[src/sv/vector_linear_tween_slots_core_defines.svh]
// ----------------------------------------------------------------------------
// Assertion macros for the vector tween slot pool
// Shared checking helpers, empty when synthesised.
// ----------------------------------------------------------------------------
`ifndef VECTOR_LINEAR_TWEEN_SLOTS_CORE_DEFINES_SVH
`define VECTOR_LINEAR_TWEEN_SLOTS_CORE_DEFINES_SVH
`ifndef SYNTHESIS
`define VLTS_ASSERT(label, clk, rst, prop) \
  label: assert property (@(posedge clk) disable iff (rst) prop) \
    else $error("vlts assertion failed");
`define VLTS_NEVER(label, clk, rst, cond) \
  label: assert property (@(posedge clk) disable iff (rst) !(cond)) \
    else $error("vlts forbidden condition");
`else
`define VLTS_ASSERT(label, clk, rst, prop)
`define VLTS_NEVER(label, clk, rst, cond)
`endif
`endif

[src/sv/vlts_pkg.sv]
// ----------------------------------------------------------------------------
// vlts_pkg
// Types, codes and helpers shared by the tween slot pool.
// ----------------------------------------------------------------------------
package vlts_pkg;

  localparam logic [1:0] REQ_REGISTER = 2'd0;
  localparam logic [1:0] REQ_TICK     = 2'd1;
  localparam logic [1:0] REQ_RELEASE  = 2'd2;

  typedef enum logic [2:0] {
    ST_IDLE,
    ST_REG_WALK,
    ST_REG_LINK,
    ST_REG_WAIT,
    ST_REL_WALK,
    ST_TICK_WALK
  } state_t;

  typedef struct packed {
    logic load;
    logic tick;
    logic fin;
  } lane_cmd_t;

  function automatic logic signed [31:0] sat32(input logic signed [32:0] v);
    logic signed [31:0] r;
    if (v > 33'sh0_7FFF_FFFF) begin
      r = 32'sh7FFF_FFFF;
    end else if (v < -33'sh0_8000_0000) begin
      r = 32'sh8000_0000;
    end else begin
      r = v[31:0];
    end
    return r;
  endfunction

endpackage

[src/sv/vlts_div.sv]
// ----------------------------------------------------------------------------
// vlts_div
// Restoring divider, one quotient bit per cycle, truncating toward zero.
// ----------------------------------------------------------------------------
module vlts_div (
  input  logic               clk,
  input  logic               rst,
  input  logic               start,
  input  logic [31:0]        magnitude,
  input  logic               negative,
  input  logic [15:0]        divisor,
  output logic               busy,
  output logic               done,
  output logic signed [31:0] quotient
);
  logic [5:0]  cnt;
  logic [31:0] quo;
  logic [15:0] rem;
  logic [15:0] dvs;
  logic        neg;
  logic [16:0] r2;
  logic        ge;
  logic [15:0] rem_next;

  always_comb begin
    r2       = {rem, quo[31]};
    ge       = r2 >= {1'b0, dvs};
    rem_next = ge ? 16'(r2 - {1'b0, dvs}) : r2[15:0];
  end

  assign quotient = neg ? -$signed(quo) : $signed(quo);

  always_ff @(posedge clk) begin
    if (rst) begin
      busy <= 1'b0;
      done <= 1'b0;
    end else begin
      done <= 1'b0;
      if (start) begin
        busy <= 1'b1;
        cnt  <= 6'd32;
        quo  <= magnitude;
        rem  <= '0;
        dvs  <= divisor;
        neg  <= negative;
      end else if (busy) begin
        rem <= rem_next;
        quo <= {quo[30:0], ge};
        cnt <= cnt - 6'd1;
        if (cnt == 6'd1) begin
          busy <= 1'b0;
          done <= 1'b1;
        end
      end
    end
  end
endmodule

[src/sv/vlts_lane.sv]
// ----------------------------------------------------------------------------
// vlts_lane
// One vector component: stored value, destination and step for every slot.
// ----------------------------------------------------------------------------
module vlts_lane #(
  parameter int POOL_ENTRIES = 15,
  localparam int SW = $clog2(POOL_ENTRIES)
) (
  input  logic                clk,
  input  logic                rst,
  input  vlts_pkg::lane_cmd_t cmd,
  input  logic [SW-1:0]       slot,
  input  logic signed [31:0]  start_val,
  input  logic signed [31:0]  dest_val,
  input  logic [15:0]         dur,
  output logic signed [31:0]  result,
  output logic                busy
);
  import vlts_pkg::*;

  logic signed [31:0] value_mem [POOL_ENTRIES];
  logic signed [31:0] dest_mem  [POOL_ENTRIES];
  logic signed [31:0] step_mem  [POOL_ENTRIES];
  logic [SW-1:0]      load_slot;
  logic signed [31:0] diff;
  logic [31:0]        mag;
  logic               div_done;
  logic signed [31:0] quot;

  always_comb begin
    diff = sat32(33'(dest_val) - 33'(start_val));
    mag  = diff[31] ? 32'(-diff) : 32'(diff);
  end

  vlts_div u_div (
    .clk       (clk),
    .rst       (rst),
    .start     (cmd.load),
    .magnitude (mag),
    .negative  (diff[31]),
    .divisor   (dur),
    .busy      (busy),
    .done      (div_done),
    .quotient  (quot)
  );

  assign result = cmd.fin ? dest_mem[slot]
                          : sat32(33'(value_mem[slot]) + 33'(step_mem[slot]));

  always_ff @(posedge clk) begin
    if (cmd.load) begin
      value_mem[slot] <= start_val;
      dest_mem[slot]  <= dest_val;
      load_slot       <= slot;
    end
    if (cmd.tick) begin
      value_mem[slot] <= result;
    end
    if (div_done) begin
      step_mem[load_slot] <= quot;
    end
  end
endmodule

[config.mk]
export PLATFORM = sky130hd
export DESIGN_NAME = vlts_lane
export DESIGN_NICKNAME = d
export VERILOG_FILES = /design/src/sv/vector_linear_tween_slots_core_defines.svh /design/src/sv/vlts_pkg.sv /design/src/sv/vlts_div.sv /design/src/sv/vlts_lane.sv
export SDC_FILE = /design/constraint.sdc
export NUM_CORES = 2
export LEC_CHECK = 0
export BUFFER_PORTS_ARGS = -buffer_cell sky130_fd_sc_hd__clkbuf_2
export CORE_UTILIZATION = 50
export CTS_CLUSTER_SIZE = 25
export DETAILED_ROUTE_END_ITERATION = 8
export GPL_ROUTABILITY_DRIVEN = 0
export MAX_ROUTING_LAYER = met4
export PLACE_DENSITY = 0.65
export SYNTH_ARGS = -nofsm -noshare
export SYNTH_HDL_FRONTEND = slang
export SYNTH_SLANG_ARGS = --single-unit
[constraint.sdc]
create_clock -name clk -period 9.55 [get_ports clk]
set_input_delay 0.4775 -clock clk [delete_from_list [all_inputs] [get_ports clk]]
set_output_delay 0.4775 -clock clk [all_outputs]
set_load 0.01 [all_outputs]
### Word-level counts from Yosys, hierarchy flattened

Memory sizes are Yosys's and may differ from the RTL's.
Index checks and enable logic that the tools add are counted.

* register bits: 77
* latch bits: 0
* bits in writable memories: 1440
* ROM bits: 0
* bits of input ports: 89
* output and inout port bits: 33
* memories kept: 3

Memories
* dest_mem: depth 15, bits a word 32, read ports 1, clocked after Yosys merged registers in 0, wr ports 1, line vlts_lane.sv:22 `logic signed [31:0] dest_mem [POOL_ENTRIES];`
* step_mem: depth 15, bits a word 32, read ports 1, clocked after Yosys merged registers in 0, wr ports 1, line vlts_lane.sv:23 `logic signed [31:0] step_mem [POOL_ENTRIES];`
* value_mem: depth 15, bits a word 32, read ports 1, clocked after Yosys merged registers in 0, wr ports 1, line vlts_lane.sv:21 `logic signed [31:0] value_mem [POOL_ENTRIES];`

* $add $sub $neg: 6
* multipliers: 0
* div/mod/pow operators: 0
* magnitude comparators: 5
* eq/ne operators: 1
* shift operators: 0
* muxes and demuxes: 23
* bitwise operators: 3
* reductions and logical operators: 4

Operator list (count)
* two-way mux 32 bit: 10
* > comparator 33 x 32 -> 1 bit, second input constant: 2
* < comparator 33 x 32 -> 1 bit, second input constant: 2
* negation 32 bit: 2
* adder 32 x 32 -> 33 bit: 1
* subtractor 32 x 32 -> 33 bit: 1
* two-way mux 16 bit: 2
* greater-or-equal comparator 17 x 16 -> 1 bit: 1
* subtractor 16 bit: 1
* two-way mux 1 bit: 10
* == test 6 x 1 -> 1 bit, second input constant: 1
* two-way mux 6 bit: 1
* subtractor 6 x 1 -> 6 bit, second input constant: 1
* AND reduction 2 bit: 2
* OR reduction 3 bit: 1
* inverter 1 bit: 2
* nonzero test 2 bit: 1
* bitwise OR 1 bit: 1

### Depth between registers and ports, before layout

* word-level depth: 7
* mapped depth: 24
* mapped depth without buffers: 18

### Hierarchy

From an unflattened synthesis, not the netlist that was laid out.

* cells, all modules: 3769
* area, all modules: 65648.0 µm²

Modules (own cells, without submodules)
* vlts_lane: times used 1, cells an instance 3344, area an instance 60986.0 µm², sequential area each 43361.6 µm²
* vlts_div: times used 1, cells an instance 425, area an instance 4662.0 µm², sequential area each 2172.1 µm²

### Worst setup path after synthesis

Ideal clock, no wire load.

* path type: input to register
* start point: in slot[0]
* end point: mem value_mem[0][15], data pin
* setup time: 0.284 ns
* arrival time: 6.557 ns
* required time: 9.266 ns
* setup slack: 2.709 ns
* stages: 23
* buffers on the path: 6
* cells stage by stage: clkbuf_1 -> buf_2 -> buf_2 -> clkbuf_1 -> buf_1 -> mux4_2 -> mux4_2 -> ha_1 -> inv_1 -> fa_1 -> nor2b_1 -> o21ai_1 -> a21oi_1 -> o41ai_1 -> a2111o_1 -> a21oi_1 -> a211o_1 -> a21o_1 -> a31oi_2 -> and2b_1 -> buf_2 -> a21oi_1 -> mux2_2

* longest elaborated chain between the ends: 7
* elaborated cells between the ends (all ways): 10

Ends and longest elaborated chain
* start: declaration: line vlts_lane.sv:12 `input logic [SW-1:0] slot,`
* memory (15 x 32 bit) (on tied branches)
* adder 32 x 32 -> 33 bit: line vlts_lane.sv:48 `: sat32(33'(value_mem[slot]) + 33'(step_mem[slot]));`
* < comparator 33 x 32 -> 1 bit: line vlts_pkg.sv:30 `end else if (v < -33'sh0_8000_0000) begin`
* two-way mux 32 bit: line vlts_pkg.sv:30
* two-way mux 32 bit: line vlts_pkg.sv:28 `if (v > 33'sh0_7FFF_FFFF) begin`
* two-way mux 32 bit *: line vlts_lane.sv:47 `assign result = cmd.fin ? dest_mem[slot]`
* via result[15]: line vlts_lane.sv:16 `output logic signed [31:0] result,`
* two-way mux 32 bit (no source line) *
* end: declaration: line vlts_lane.sv:21

Mark *: on every way through the listed nets, which the timed path passes. The rest lies on a longest branch.

### Final worst setup path

* start point: in slot[0]
* end point: out result[12]

* longest elaborated chain between the ends: 6
* elaborated cells between the ends (all ways): 9

Ends and longest elaborated chain (line)
* memory (15 x 32 bit) (on tied branches)
* adder 32 x 32 -> 33 bit: vlts_lane.sv:48
* < comparator 33 x 32 -> 1 bit: vlts_pkg.sv:30
* two-way mux 32 bit: vlts_pkg.sv:30
* two-way mux 32 bit: vlts_pkg.sv:28
* two-way mux 32 bit *: vlts_lane.sv:47
* end: declaration: vlts_lane.sv:16

Mark *: on every way between the ends. The rest lies on a longest branch, timed or not.

==> results.ini <==
[yosys]
synth.avg_cell_area_um2=17.2
synth_commonest_cells=edfxtp_1, mux4_2, nand2_1
synth_edf_count=1515
yosysTopAreaCell=edfxtp_1
syn_nets=4010
ys.flop_type=edfxtp_1
synth-async-reset-ratio_pct=0
yosysUniqueCellTypes=104
synthCells=3834
synth_most_common_cell=edfxtp_1
synth_top_cell_area_share_pct=69.1
ys_seq_area_share_pct=69.2
yosys_warnings=0
syn_area_um2=65800
synth.ff_latch_count=1517
synthTopCellsByArea=edfxtp_1, mux4_2, ha_1

[die]
coreArea_um2=130000
die_h_um=365
std_cell_rows=132
start_util_pct=50.6
ios=122
die_area_um2=133000
die_w_um=365

[timing]
fin_crit_sh_pct=78.9
report.final.slew_viol_count=0
fin_setup_tns_ns=0
tightest_slew_ns=1.41
rsz0062_at_grt=false
fmax_mhz=133
setup_slack_ns=2.02
clock_skew_ns=0.0550
slew_headroom_pct=5.29
hold_viol_final=0
min_period_ns=7.53
finalSetupViolations=0

[cts]
cts_hold_buf=17
cts_resized=0
cts_root_buf=clkbuf_16
clock_sinks=1517
cts_setup_buffers=0
cts_tree=built
htree_levels=4
clk_pin_slew_ns=0.06
insertion_delay_ns=0.81
cts_made_buffers=154
clockBufferDepth=3

[placed_design]
postPlaceCellArea_um2=69300
dp_hpwl_um=108000
place_ws_ns=2.16
port_buffers=121

[power]
p_per_area_nw_per_um2=212
p_sw_share_pct=26.0
switchingPower_mw=4.11
vdd_drop_max_mv=0.206
power.leakage_nw=24.6
power_mw=15.8
p_seq_share_pct=48.8
intPower_mw=11.7
clkPwrFrac_pct=37.2
comb_power_share_pct=14.0

[detailed_routing]
post_drt_via_cell_ratio=6.28
drt-wirelength-per-cell_um=29.1
routed_wl_um=173000
ant_nets=0
firstDrtPassIters=6
drc=0
dr_total_vias=37218
dr.first_iter.drc_count=4060

[cells_and_area]
fin_area_um2=74400
layout-drive-gt1-share_pct=23.1
nNetsFinal=4237
area_growth_pct=13.0

[worst_setup_path]
arrival_ns=7.05
rr_startpoint=value_mem[2][0]
worstPathMaxFanout=61
r2r_slack_ns=3.11
critPathKind=in -> out
cp_cell_sequence=buf_8 -> buf_12 -> mux4_2 -> mux4_2 -> ha_1 -> nor2b_1 -> o21ai_1 -> a21oi_1 -> o41ai_1 -> a2111o_1 -> a21oi_1 -> a211o_1 -> a21o_1 -> o21ai_1 -> buf_4 -> o21ai_0 -> mux2_2 -> clkbuf_2
crit_slowest_cell=o21ai_1
r2r_end=value_mem[7][14]
required_ns=9.07
worstSetupStartpointType=primary input
cp-end-kind=output port
ff2ff_path_depth=19
slowest_delay_ns=0.91

[global_route]
antenna_found_initial=8
grt_usage_pct=27.1
grt_first_pass_wirelength_um=250000
grt_max_degree=131
grt_overflow_total=0
grt_pass1_vias=36081

[outcome]
status=finished, final reports clean

[flow_run]
maxCapViolCount=0

[min_path]
hp-start=dest_val[0]
hold_end=dest_mem[7][0]
hp-class=in -> reg
hold_path_depth=1

==> worst max path at each step <==
stage	startpoint	endpoint	slack, ns	cells past startpoint
floorplan	slot[0]	value_mem[0][15]	2.71	23
global placement	slot[0]	value_mem[0][6]	2.14	18
detailed placement	slot[0]	value_mem[5][11]	2.16	18
CTS	slot[0]	result[12]	2.17	18
global route	slot[0]	result[12]	1.64	18
finish	slot[0]	result[12]	2.02	18
==> per-layer routing <==
layer  part of all wire [%]  global-route usage (%)
met5                      0                       -
met4                    2.6                    7.68
met2                     48                    41.5
met3                    8.7                    5.42
met1                     41                    37.1
==> power by group through the flow <==
stage               registers, mW  logic (mW)  clock network [mW]
global route                 7.72        2.35                6.19
CTS                          7.71        2.17                5.96
global placement             7.85        2.14                   0
floorplan                    7.84        1.31                   0
detailed placement           7.85        2.16                   0
finish                       7.71        2.21                5.88
==> layout make-up <==
cell class / count / area, um^2
diodes: 4 / 10.0
clock buffers: 192 / 4040
clock inverters: 87 / 881
fillers: 9846 / 55600
inverters: 109 / 409
multi-input cells: 2009 / 19400
flip-flops and latches: 1517 / 45500
well taps: 1742 / 2180
repair buffers: 270 / 1880
==> flip-flops by register name, summed over array words and instances (netlist names) <==
| register | count |
|---|---|
| dest_mem | 480 |
| step_mem | 480 |
| value_mem | 480 |
| u_div.quo | 32 |
| u_div.dvs | 16 |
| u_div.rem | 16 |
| u_div.cnt | 6 |
| load_slot | 4 |
| u_div.busy | 1 |
| u_div.done | 1 |
| u_div.neg | 1 |
==> kinds of logic after synthesis <==
group | Yosys count | synth area share, %
muxes | 509 | 14.9
adders and majority gates | 90 | 1.74
buffers and inverters | 308 | 1.80
AOI/OAI and AO/OA | 632 | 6.16
and+or+nand+nor | 679 | 4.88
xor gates and xnor gates | 99 | 1.35
DFF | 1517 | 69.2
==> worst max-delay path: cells and delay by family <==
kind            cells  cell delay [ns]
buf+inv             4             1.48
fa+ha+maj           1             0.34
compound gates      9             3.02
simple gates        1             0.15
mux                 3             1.35
==> layout by cell type, fill, tap and decap left out, drive strengths merged, types with 12 or more instances in the layout <==
cell type	instances
clkbuf	310
ha	84
a22oi	15
o22ai	36
and3	17
mux2	32
o21ai	212
nand3	60
a211oi	21
nor2	169
a21o	33
mux4	372
o21a	18
a31oi	18
nor3	47
o31ai	18
clkinv	68
nand4	15
inv	115
nand2b	22
mux2i	105
nor4	12
xor2	30
nor2b	19
xnor2	69
a21oi	140
dlygate4sd3	17
buf	135
o211ai	19
nand2	253
edfxtp	1515
==> per-stage QoR <==
step	std cells	utilization [%]	hold slack, ns
2_1_floorplan	3834	-	0.514
3_3_place_gp	5630	53.3	0.547
3_5_place_dp	5630	53.3	0.554
4_1_cts	5926	57.2	0.0412
5_1_grt	5928	57.2	0.110
6_report	5930	57.2	0.0994
No activity file was read; power rests on OpenSTA's default activity.
